`config.mk`:
```
export PLATFORM = sky130hd
export DESIGN_NAME = present128_round_cell
export DESIGN_NICKNAME = d
export VERILOG_FILES = /design/src/present128_block_cipher_assert.svh /design/src/present128_pkg.sv /design/src/present128_round_cell.sv
export SDC_FILE = /design/constraint.sdc
export NUM_CORES = 1
export LEC_CHECK = 0
export ABC_AREA = 1
export BUFFER_PORTS_ARGS = -buffer_cell sky130_fd_sc_hd__buf_2
export CAP_MARGIN = 10
export CORE_MARGIN = 2
export CORE_UTILIZATION = 50
export DETAILED_ROUTE_END_ITERATION = 16
export MAX_ROUTING_LAYER = met4
export PLACE_DENSITY = 0.76
export SYNTH_ARGS = -nofsm -noshare
export SYNTH_HDL_FRONTEND = slang
export SYNTH_SLANG_ARGS = --single-unit
```
`constraint.sdc`:
```
create_clock -name clk -period 6.4 [get_ports clk]
set_clock_uncertainty 0.15 [all_clocks]
set_input_delay 0.96 -clock clk [delete_from_list [all_inputs] [get_ports clk]]
set_output_delay 0.96 -clock clk [all_outputs]
set_load 0.05 [all_outputs]
```
`src/present128_block_cipher_assert.svh`:
```
// assertion macros for the present128 block cipher
// used by the top level only, no other dependencies
`ifndef PRESENT128_BLOCK_CIPHER_ASSERT_SVH
`define PRESENT128_BLOCK_CIPHER_ASSERT_SVH

// same-cycle implication, disabled while reset is asserted
`define P128_ASSERT_SAME(lbl, clk, rst_n, ante, cons, msg) \
  lbl: assert property (@(posedge clk) disable iff (!rst_n) (ante) |-> (cons)) \
    else $error(msg);

// next-cycle implication, disabled while reset is asserted
`define P128_ASSERT_NEXT(lbl, clk, rst_n, ante, cons, msg) \
  lbl: assert property (@(posedge clk) disable iff (!rst_n) (ante) |=> (cons)) \
    else $error(msg);

`endif

```
`src/present128_pkg.sv`:
```
// shared types, s-box tables and layer functions for the present128 cipher
// no dependencies; used by every other file of the block but the assertion macros
package present128_pkg;

  localparam int BLOCK_W    = 64;
  localparam int KEY_HALF_W = 64;

  // round counter width of the 128-bit key schedule
  typedef logic [4:0] rctr_t;

  typedef logic [BLOCK_W-1:0]    block_t;
  typedef logic [KEY_HALF_W-1:0] khalf_t;

  // one item travelling along the row of round cells
  typedef struct packed {
    logic   valid;
    logic   kind;
    block_t state;
  } stage_t;

  // direction codes
  localparam logic KIND_ENC = 1'b0;
  localparam logic KIND_DEC = 1'b1;

  localparam logic [3:0] SBOX_FWD [16] = '{
    4'hC, 4'h5, 4'h6, 4'hB, 4'h9, 4'h0, 4'hA, 4'hD,
    4'h3, 4'hE, 4'hF, 4'h8, 4'h4, 4'h7, 4'h1, 4'h2
  };

  localparam logic [3:0] SBOX_REV [16] = '{
    4'h5, 4'hE, 4'hF, 4'h8, 4'hC, 4'h1, 4'h2, 4'hD,
    4'hB, 4'h4, 4'h6, 4'h3, 4'h0, 4'h7, 4'h9, 4'hA
  };

  // s-box on all sixteen nibbles
  function automatic block_t sub_fwd(block_t x);
    block_t y;
    for (int n = 0; n < 16; n++) begin
      y[4*n +: 4] = SBOX_FWD[x[4*n +: 4]];
    end
    return y;
  endfunction

  function automatic block_t sub_rev(block_t x);
    block_t y;
    for (int n = 0; n < 16; n++) begin
      y[4*n +: 4] = SBOX_REV[x[4*n +: 4]];
    end
    return y;
  endfunction

  // bit b moves to 16*(b mod 4) + b/4
  function automatic block_t perm_fwd(block_t x);
    block_t y;
    for (int b = 0; b < 64; b++) begin
      y[(b % 4) * 16 + b / 4] = x[b];
    end
    return y;
  endfunction

  // bit b moves to 4*(b mod 16) + b/16
  function automatic block_t perm_rev(block_t x);
    block_t y;
    for (int b = 0; b < 64; b++) begin
      y[(b % 16) * 4 + b / 16] = x[b];
    end
    return y;
  endfunction

  // one step of the 128-bit key schedule, returns {hi, lo}
  function automatic logic [2*KEY_HALF_W-1:0] key_step(khalf_t hi, khalf_t lo, rctr_t r);
    khalf_t nh;
    khalf_t nl;
    nh = {hi[2:0], lo[63:3]};
    nl = {lo[2:0], hi[63:3]};
    nh[63:60] = SBOX_FWD[nh[63:60]];
    nh[59:56] = SBOX_FWD[nh[59:56]];
    nl[63:62] = nl[63:62] ^ r[1:0];
    nh[2:0]   = nh[2:0] ^ r[4:2];
    return {nh, nl};
  endfunction

endpackage

```
`src/present128_round_cell.sv`:
```
// one round cell: key xor, substitution and permutation in either direction
// depends on present128_pkg
module present128_round_cell (
  input  logic                   clk,
  input  logic                   rst_n,
  input  logic                   en,
  input  present128_pkg::stage_t stage_i,
  input  present128_pkg::khalf_t rk_enc,
  input  present128_pkg::khalf_t rk_dec,
  output present128_pkg::stage_t stage_o
);

  logic                   valid_r;
  logic                   kind_r;
  present128_pkg::block_t state_r;

  present128_pkg::block_t mixed;
  present128_pkg::block_t state_nxt;

  // round function, encrypt or decrypt order of layers
  always_comb begin
    mixed = stage_i.state ^ ((stage_i.kind == present128_pkg::KIND_DEC) ? rk_dec : rk_enc);
    if (stage_i.kind == present128_pkg::KIND_DEC) begin
      state_nxt = present128_pkg::sub_rev(present128_pkg::perm_rev(mixed));
    end else begin
      state_nxt = present128_pkg::perm_fwd(present128_pkg::sub_fwd(mixed));
    end
  end

  // valid flag of the cell
  always_ff @(posedge clk) begin
    if (!rst_n) begin
      valid_r <= 1'b0;
    end else if (en) begin
      valid_r <= stage_i.valid;
    end
  end

  // payload of the cell
  always_ff @(posedge clk) begin
    if (en) begin
      kind_r  <= stage_i.kind;
      state_r <= state_nxt;
    end
  end

  assign stage_o = '{valid: valid_r, kind: kind_r, state: state_r};

endmodule

```
==> results.yml, run 1 <==
clock_network:
  clock_path_buffers: 2
  cts_root_buf: "clkbuf_16"
  cts.clk_slew.worst_paths_ns: 0.07
  cts_hold_buf: 0
  numCtsBuffers: 9
  post_cts_resized: 0
  cts.htree.levels: 3
  clock-sinks: 66
  post_cts_buffers: 0
  cts_tree: "yes"
  insertion_delay_ns: 0.35
routing:
  drt-initial-drc-count: 896
  firstDrtPassIters: 7
  routed_wl_mm: 31.75
  ant_nets: 0
  drc: 0
  vias: 11940
  wire_per_inst_um: 13.95
  via_per_inst: 5.247
logic_synthesis:
  synth_flop_cell: "edfxtp_1"
  yosysUniqueCellTypes: 32
  synth_area_leader_cell: "nand2_1"
  yosysWarnings: 0
  ys_ff_latch: 66
  synth_cells: 1776
  synth_edf_count: 65
  synth_top_cell_area_share_pct: 37.66
  synthesis.area_mm2: 0.009958
  syn_nets: 2033
  yosysSeqAreaShare_pct: 19.80
  syn_area_per_cell_um2: 5.607
  synth_area_leaders: "nand2_1, edfxtp_1, nand3_1, ha_1, inv_1"
  async_flop_share_pct: 0
final_layout:
  nFillCells: 1977
  fin_nets: 2262
  final_layout_size_suffix_gt1_share_pct: 18.66
  area_growth_pct: 16.96
  final_cell_mix: "nand2_1, buf_2, nand3_1"
  layout_commonest_cell: "nand2_1"
critical_path:
  path_cells: "buf_4 > inv_4 > buf_12 > nand2_1 > nand2_2 > xor2_2 > ha_1 > or2_2 > nand3_1 > nand3_1 > nand2_1"
  crit_arrival_ns: 3.72
  critical_path.top_delay_family: "buffers and inverters"
  worstSetupPathType: "in2reg"
  startpoint: "stage_i[64]"
  rrSetupSlack_ns: 5.58
  worst-path-buf-inv: 3
  critPathCaptureType: "flop"
  crit_path_start_kind: "input pin"
  cp_slowest_cell: "inv_4"
  crit_cells: 11
  critPathMaxFanout: 68
  worst-r2r-cell-count: 2
  rr_endpoint: "valid_r$_SDFFE_PN0P_"
  cp.required_ns: 6.47
  rr_startpoint: "valid_r$_SDFFE_PN0P_"
  max_stage_delay_ns: 0.59
  crit_end: "state_r[57]$_DFFE_PP_"
power:
  powerDensity_mw_per_mm2: 207.5
  power_mw: 2.417
  switching_share_pct: 47.23
  power_switching_mw: 1.142
  p_clk_share_pct: 23.1
  p_int_mw: 1.276
  static-leakage-power_nw: 6.850
  comb_power_share_pct: 52.4
  pwr-share-seq_pct: 24.4
  ir_drop_v: 0.0001438
global_route:
  grt_usage_pct: 30.18
  grt_start_max_net_pins: 71
  grt_pass1_vias: 10530
  globalRouteOverflowTotal: 0
  grt_first_pass_wirelength_mm: 50.90
  antenna_found_initial: 1
floorplanning:
  die_h_um: 145.1
  start_util_pct: 51.00
  rows: 51
  fp.coreArea_mm2: 0.01953
  io-pin-count: 263
  die_area_mm2: 0.02106
  die_x_um: 145.1
placed_design:
  port_buffers: 262
  dp_hpwl_mm: 24.49
  gp_congestion: 0.9378
sta:
  min_period_over_period_pct: 57.12
  relSlewSlack_pct: 36.23
  slew_viol_final: 0
  rsz0062_at_grt: "no"
  period_needed_ns: 3.656
  finalHoldViolCount: 0
  tns_ns: 0
  fmax_mhz: 273.5
  worst_pin_slew_ns: 0.9565
  final-setup-viol-count: 0
hold_path:
  hp-start: "valid_r$_SDFFE_PN0P_"
  hp-class: "reg2reg"
run:
  max_cap_violations: 0
run_status:
  status: "finished clean"
==> per-stage QoR <==
step / hold slack [ns] / setup WS [ns] / std cells / cell area [um2] / util, %
6_report: 0.3994 / 2.744 / 2276 / 11650 / 59.65
5_1_grt: 0.4519 / 2.487 / 2276 / 11650 / 59.65
4_1_cts: 0.4027 / 2.747 / 2275 / 11640 / 59.64
3_5_place_dp: 0.3914 / 2.402 / 2259 / 11330 / 58.01
3_3_place_gp: 0.3640 / 2.420 / 2259 / 11330 / 58.01
2_1_floorplan: 0.3521 / 3.711 / 1776 / 9958 / -
==> metal layers <==
layer,GRT usage (%),vias up,part of all wire [%]
met5,-,-,0
met4,9.167,0,2.6
met3,4.811,56,7.3
met2,48.90,471,45
met1,38.96,5287,45
li1,-,6128,-
==> cell families (layout without fill, tap and decap cells) <==
| kind of cell | Yosys count | in the layout | share of synthesized area (%) |
|---|---|---|---|
| simple gates | 1324 | 1324 | 54.69 |
| buf+inv | 203 | 437 | 9.072 |
| flops | 66 | 66 | 19.80 |
| compound gates | 108 | 108 | 6.333 |
| xor+xnor | 15 | 15 | 2.563 |
| other cells | 0 | 1 | 0 |
| fa+ha+maj | 60 | 60 | 7.539 |
==> power groups by stage <==
stage,sequential (mW),clock [mW],combinational [mW]
global route,0.596,0.578,1.41
floorplan,0.807,0,0.714
finish,0.591,0.559,1.27
CTS,0.591,0.563,1.26
global placement,0.601,0,1.24
detailed placement,0.597,0,1.25
==> layout make-up <==
type / instances / area [um2] / area share [%]
diodes: 1 / 2.502 / 0.02148
clock buffers: 9 / 225.2 / 1.934
flip-flops and latches: 66 / 1972 / 16.93
multi-input cells: 1507 / 7083 / 60.81
inverters: 155 / 584.3 / 5.017
well taps: 265 / 331.6 / 2.847
clock inverters: 7 / 92.59 / 0.7949
repair buffers: 266 / 1356 / 11.64
==> registers in the layout (all words and copies together), names as in the netlist <==
signal,count
kind_r,1
state_r,64
valid_r,1
==> synth_stat cells (all sizes together) (5+ instances only) <==
| library cell | n |
|---|---|
| nand3 | 238 |
| nand2 | 1039 |
| ha | 60 |
| or2 | 20 |
| clkbuf | 10 |
| edfxtp | 65 |
| o21ai | 60 |
| a21oi | 15 |
| nor2 | 20 |
| nand3b | 5 |
| buf | 38 |
| inv | 155 |
| xnor2 | 6 |
| xor2 | 9 |
| o211ai | 31 |
==> tightest hold or removal path, stage by stage (launching register included) <==
cell     delay (ns)
dfxtp_1        0.31
o21ai_0        0.15
a21oi_1        0.04
==> how the worst min path moves through the flow <==
stage,to,slack (ns),cells after the start
finish,valid_r$_SDFFE_PN0P_,0.40,2
global route,valid_r$_SDFFE_PN0P_,0.45,2
CTS,valid_r$_SDFFE_PN0P_,0.40,2
detailed placement,valid_r$_SDFFE_PN0P_,0.39,2
global placement,valid_r$_SDFFE_PN0P_,0.36,2
floorplan,valid_r$_SDFFE_PN0P_,0.35,2
Note: power is estimated with default switching activity, not from simulation.
==> run 2: changes to the inputs <==
--- a/config.mk
+++ b/config.mk
@@ -12,7 +12,7 @@
 export CORE_UTILIZATION = 50
 export DETAILED_ROUTE_END_ITERATION = 16
 export MAX_ROUTING_LAYER = met4
-export PLACE_DENSITY = 0.76
+export PLACE_DENSITY = 0.79
 export SYNTH_ARGS = -nofsm -noshare
 export SYNTH_HDL_FRONTEND = slang
 export SYNTH_SLANG_ARGS = --single-unit
==> constraint.sdc (replaced) <==
create_clock -name clk -period 3 [get_ports clk]
set_clock_uncertainty 0.15 [all_clocks]
set_input_delay 0.45 -clock clk [delete_from_list [all_inputs] [get_ports clk]]
set_output_delay 0.45 -clock clk [all_outputs]
set_load 0.05 [all_outputs]
==> results.yml, run 2 (synthesis gave the netlist of run 1 again) <==
run_status:
  status: "finished clean"
global_route:
  groute.layer.met2.usage_pct: 49.12
  grt_usage_pct: 31.54
  grt_start_max_net_pins: 87
  antenna_found_initial: 0
  grt_first_pass_wirelength_mm: 52.72
  globalRouteOverflowTotal: 0
  met1_usage_pct: 41.14
  grtUsageMet3_pct: 5.346
  grt_pass1_vias: 10640
  top_usage_layer: "met2"
placed_design:
  dp_hpwl_mm: 25.61
  gp_congestion: 0.9660
  port_buffers: 262
power:
  static-leakage-power_nw: 6.948
  p_clk_share_pct: 22.6
  pwr-share-seq_pct: 24.3
  comb_power_share_pct: 53.0
  powerDensity_mw_per_mm2: 439.0
  ir_drop_v: 0.0002918
  power_switching_mw: 2.440
  p_int_mw: 2.746
  switching_share_pct: 47.05
final_layout:
  area_growth_pct: 18.63
  fin_nets: 2279
  layout_commonest_cell: "nand2_1"
  largest_reg_flops: 64
  num_antenna_cells: 0
  final_cell_mix: "nand2_1, buf_2, nand3_1"
  final_layout_size_suffix_gt1_share_pct: 19.29
  final_util_pct: 60.50
  regMostFlops: "state_r"
  top_regs: "state_r x64, kind_r x1, valid_r x1"
floorplanning:
  rows: 51
  io-pin-count: 263
  die_x_um: 145.1
  die_h_um: 145.1
  die_area_mm2: 0.02106
  fp.coreArea_mm2: 0.01953
  start_util_pct: 51.00
routing:
  via_per_inst: 5.234
  drt-initial-drc-count: 1058
  wire_per_inst_um: 14.18
  routed_wl_mm: 32.50
  vias: 12000
  firstDrtPassIters: 7
  ant_nets: 0
  drc: 0
clock_network:
  clock_path_buffers: 2
  clock-sinks: 66
  cts_root_buf: "clkbuf_16"
  post_cts_resized: 0
  cts.clk_slew.worst_paths_ns: 0.06
  numCtsBuffers: 9
  insertion_delay_ns: 0.35
  cts.htree.levels: 3
  cts_hold_buf: 0
  cts_tree: "yes"
  post_cts_buffers: 0
critical_path:
  worstSetupPathType: "in2reg"
  cp.required_ns: 2.96
  timing.critical_path.mode_cell: "nand2_1"
  crit_path_start_kind: "input pin"
  rr_endpoint: "valid_r$_SDFFE_PN0P_"
  cp_slowest_cell: "ha_1"
  critPathMaxFanout: 40
  critPathCaptureType: "flop"
  rr_startpoint: "valid_r$_SDFFE_PN0P_"
  worst-r2r-cell-count: 2
  max_stage_delay_ns: 0.32
  crit_arrival_ns: 2.39
  path_cells: "buf_4 > inv_4 > buf_12 > nand2_1 > nand2_1 > inv_2 > nand2_1 > nand2_1 > ha_1 > o21ai_0 > inv_1 > nand2_1 > nand2_1 > nand2_1 > nand2_1"
  rrSetupSlack_ns: 2.20
sta:
  period_needed_ns: 2.432
  finalHoldViolCount: 0
  worst_pin_slew_ns: 0.6286
  final-setup-viol-count: 0
  min_period_over_period_pct: 81.07
  slew_viol_final: 0
  relSlewSlack_pct: 57.89
  tns_ns: 0
  rsz0062_at_grt: "no"
  whs_ns: 0.1816
  fmax_mhz: 411.2
hold_path:
  hp-class: "in2reg"
  whs_endpoint: "valid_r$_SDFFE_PN0P_"
  hp-start: "stage_i[65]"
  holdPathStages: 3
run:
  max_cap_violations: 0
-- run 2: cell count changes in the layout (fill, tap and decap cells not counted), sizes merged --
cell and change:
buf +17, clkinv +1, diode -1, inv -1
-- run 2: area by class of cell --
cell class | count | area (um2)
Fill cell | 2008 | 7712
Multi-Input combinational cell | 1507 | 7083
Sequential cell | 66 | 1972
Timing Repair Buffer | 283 | 1534
Inverter | 155 | 584.3
Tap cell | 265 | 331.6
Clock buffer | 9 | 225.2
Clock inverter | 7 | 83.83
-- run 2: worst max-delay path, delay by kind of cell --
kind,cells,cell delay [ns]
compound gates,1,0.17
fa+ha+maj,1,0.32
buf+inv,5,0.75
simple gates,8,0.67
-- run 2: layer usage --
metal  part of all wire, %  wire (um)  vias up
li1                      -          -     6155
met1                    44      14280     5258
met2                    45      14510      518
met3                   8.0       2585       65
met4                   3.5       1127        0
met5                     0          0        -
-- run 2: through the flow --
step | setup slack (ns) | area [um2] | power, mW | std cells
after floorplan | 0.8209 | 9958 | 3.246 | 1776
after global placement | 0.2295 | 11500 | 3.969 | 2276
after detailed placement | 0.2035 | 11500 | 3.992 | 2276
after CTS | 0.5703 | 11810 | 5.167 | 2292
after global routing | 0.3737 | 11810 | 5.572 | 2292
final | 0.5679 | 11810 | 5.186 | 2292
-- run 2: power groups by stage --
stage                     combinational, mW  clock (mW)  sequential [mW]
after detailed placement               2.72           0             1.27
after global routing                   3.07        1.23             1.27
final                                  2.75        1.17             1.26
after floorplan                        1.52           0             1.72
after CTS                              2.73        1.18             1.26
after global placement                 2.69           0             1.28
-- run 2: worst max path at each step --
| stage | startpoint | endpoint | slack, ns | cells after the start |
|---|---|---|---|---|
| after floorplan | stage_i[64] | state_r[57]$_DFFE_PP_ | 0.82 | 13 |
| after global placement | stage_i[64] | state_r[48]$_DFFE_PP_ | 0.23 | 15 |
| after detailed placement | stage_i[64] | state_r[48]$_DFFE_PP_ | 0.20 | 15 |
| after CTS | stage_i[64] | state_r[48]$_DFFE_PP_ | 0.57 | 15 |
| after global routing | stage_i[64] | state_r[48]$_DFFE_PP_ | 0.37 | 15 |
| final | stage_i[64] | state_r[48]$_DFFE_PP_ | 0.57 | 15 |
==> run 3: changes to the inputs <==
--- a/config.mk
+++ b/config.mk
@@ -12,7 +12,7 @@
 export CORE_UTILIZATION = 50
 export DETAILED_ROUTE_END_ITERATION = 16
 export MAX_ROUTING_LAYER = met4
-export PLACE_DENSITY = 0.79
+export PLACE_DENSITY = 0.76
 export SYNTH_ARGS = -nofsm -noshare
 export SYNTH_HDL_FRONTEND = slang
 export SYNTH_SLANG_ARGS = --single-unit
==> constraint.sdc (replaced) <==
create_clock -name clk -period 2.5 [get_ports clk]
set_clock_uncertainty 0.15 [all_clocks]
set_input_delay 0.375 -clock clk [delete_from_list [all_inputs] [get_ports clk]]
set_output_delay 0.375 -clock clk [all_outputs]
set_load 0.05 [all_outputs]
==> results.yml, run 3 (synthesis gave the netlist of run 1 again) <==
final_layout:
  top_regs: "state_r x64, kind_r x1, valid_r x1"
  nFillCells: 1895
  multiInputGateArea_mm2: 0.007083
  area_growth_pct: 24.58
  final_layout_size_suffix_gt1_share_pct: 22.46
  final_cell_mix: "nand2_1, buf_2, nand3_1"
  num_antenna_cells: 0
  final_area_mm2: 0.01241
  final_util_pct: 63.53
  fin_nets: 2358
  largest_reg_flops: 64
  regArea_mm2: 0.001972
  layout_commonest_cell: "nand2_1"
  regMostFlops: "state_r"
sta:
  relSlewSlack_pct: 59.67
  final-setup-viol-count: 0
  finalHoldViolCount: 0
  slew_viol_final: 0
  fmax_mhz: 440.0
  whs_ns: 0.1046
  min_period_over_period_pct: 90.90
  worst_pin_slew_ns: 0.6019
  period_needed_ns: 2.273
  rsz0062_at_grt: "no"
  tns_ns: 0
critical_path:
  worst-r2r-cell-count: 2
  cp_slowest_cell: "ha_1"
  cp.required_ns: 2.45
  critPathCaptureType: "flop"
  rr_startpoint: "valid_r$_SDFFE_PN0P_"
  critical_path.top_delay_family: "simple AND/OR/NAND/NOR gates"
  rr_endpoint: "valid_r$_SDFFE_PN0P_"
  worstSetupPathType: "in2reg"
  max_stage_delay_ns: 0.32
  critPathMaxFanout: 31
  rrSetupSlack_ns: 1.71
  crit_arrival_ns: 2.23
  worst-path-buf-inv: 4
  crit_path_start_kind: "input pin"
  path_cells: "buf_4 > inv_4 > buf_12 > nand2_1 > nand2_1 > inv_2 > nand2_1 > nand2_1 > ha_1 > nand2_1 > o211ai_1 > nand3_1 > nand2_1"
  timing.critical_path.mode_cell: "nand2_1"
routing:
  drc: 0
  routed_wl_mm: 34.13
  drt-initial-drc-count: 1134
  ant_nets: 0
  wire_per_inst_um: 14.40
  firstDrtPassIters: 5
  vias: 12640
  via_per_inst: 5.329
global_route:
  grt_first_pass_wirelength_mm: 53.98
  grt_usage_pct: 32.24
  grt_start_max_net_pins: 68
  antenna_found_initial: 0
  grt_pass1_vias: 11240
  globalRouteOverflowTotal: 0
power:
  p_clk_share_pct: 21.9
  p_int_mw: 3.368
  powerDensity_mw_per_mm2: 518.7
  ir_drop_v: 0.0003393
  pwr-share-seq_pct: 23.6
  comb_power_share_pct: 54.5
  power_switching_mw: 3.067
  static-leakage-power_nw: 7.328
  switching_share_pct: 47.66
clock_network:
  clock_path_buffers: 2
  cts_tree: "yes"
  clock-sinks: 66
  insertion_delay_ns: 0.35
  cts_root_buf: "clkbuf_16"
  post_cts_resized: 0
  cts_hold_buf: 0
  cts.htree.levels: 3
  numCtsBuffers: 9
  cts.clk_slew.worst_paths_ns: 0.07
  post_cts_buffers: 0
run_status:
  status: "finished clean"
floorplanning:
  start_util_pct: 51.00
  die_area_mm2: 0.02106
  die_h_um: 145.1
  die_x_um: 145.1
  io-pin-count: 263
  rows: 51
  fp.coreArea_mm2: 0.01953
hold_path:
  hp-class: "in2reg"
  hp-start: "stage_i[65]"
  holdPathStages: 3
  whs_endpoint: "valid_r$_SDFFE_PN0P_"
placed_design:
  port_buffers: 262
  gp_congestion: 0.9681
  dp_hpwl_mm: 27.42
  placed_cell_area_mm2: 0.01210
run:
  max_cap_violations: 0
run 3: power by group through the flow:
stage	Clock [mW]	Combinational (mW)	Sequential, mW
after floorplan	0	1.83	2.07
after global placement	0	3.40	1.54
after detailed placement	0	3.45	1.53
after CTS	1.41	3.47	1.51
after global routing	1.44	3.87	1.52
final	1.41	3.51	1.52
run 3: layout make-up:
class	count	area share (%)
clock inverters	7	0.6657
well taps	265	2.673
flip-flops and latches	66	15.90
repair buffers	362	17.15
multi-input cells	1507	57.10
clock buffers	9	1.815
inverters	155	4.710
run 3: worst max path at each step:
stage                      startpoint                     to  slack [ns]  cells after the start
after floorplan           stage_i[64]  state_r[57]$_DFFE_PP_        0.40                     13
after global placement    stage_i[64]  state_r[58]$_DFFE_PP_       -0.06                     15
after detailed placement  stage_i[64]  state_r[39]$_DFFE_PP_       -0.11                     13
after CTS                 stage_i[64]  state_r[39]$_DFFE_PP_        0.27                     13
after global routing      stage_i[64]   state_r[7]$_DFFE_PP_        0.05                     13
final                     stage_i[64]  state_r[39]$_DFFE_PP_        0.23                     13
run 3: metal layers:
metal	up-vias	part of all wire, %	track usage, %
li1	6312	-	-
met1	5661	43	40.93
met2	584	46	53.12
met3	78	7.0	3.145
met4	0	3.5	12.84
met5	-	0	-
run 3: worst min-delay path, cell delays in order:
cell,delay [ns]
buf_2,0.10
inv_1,0.04
a21oi_1,0.05
run 3: per-stage QoR:
| stage | setup slack (ns) | total power [mW] | cells |
|---|---|---|---|
| after floorplan | 0.3959 | 3.895 | 1776 |
| after global placement | -0.06379 | 4.938 | 2355 |
| after detailed placement | -0.1108 | 4.982 | 2355 |
| after CTS | 0.2669 | 6.386 | 2371 |
| after global routing | 0.05159 | 6.832 | 2371 |
| final | 0.2274 | 6.434 | 2371 |
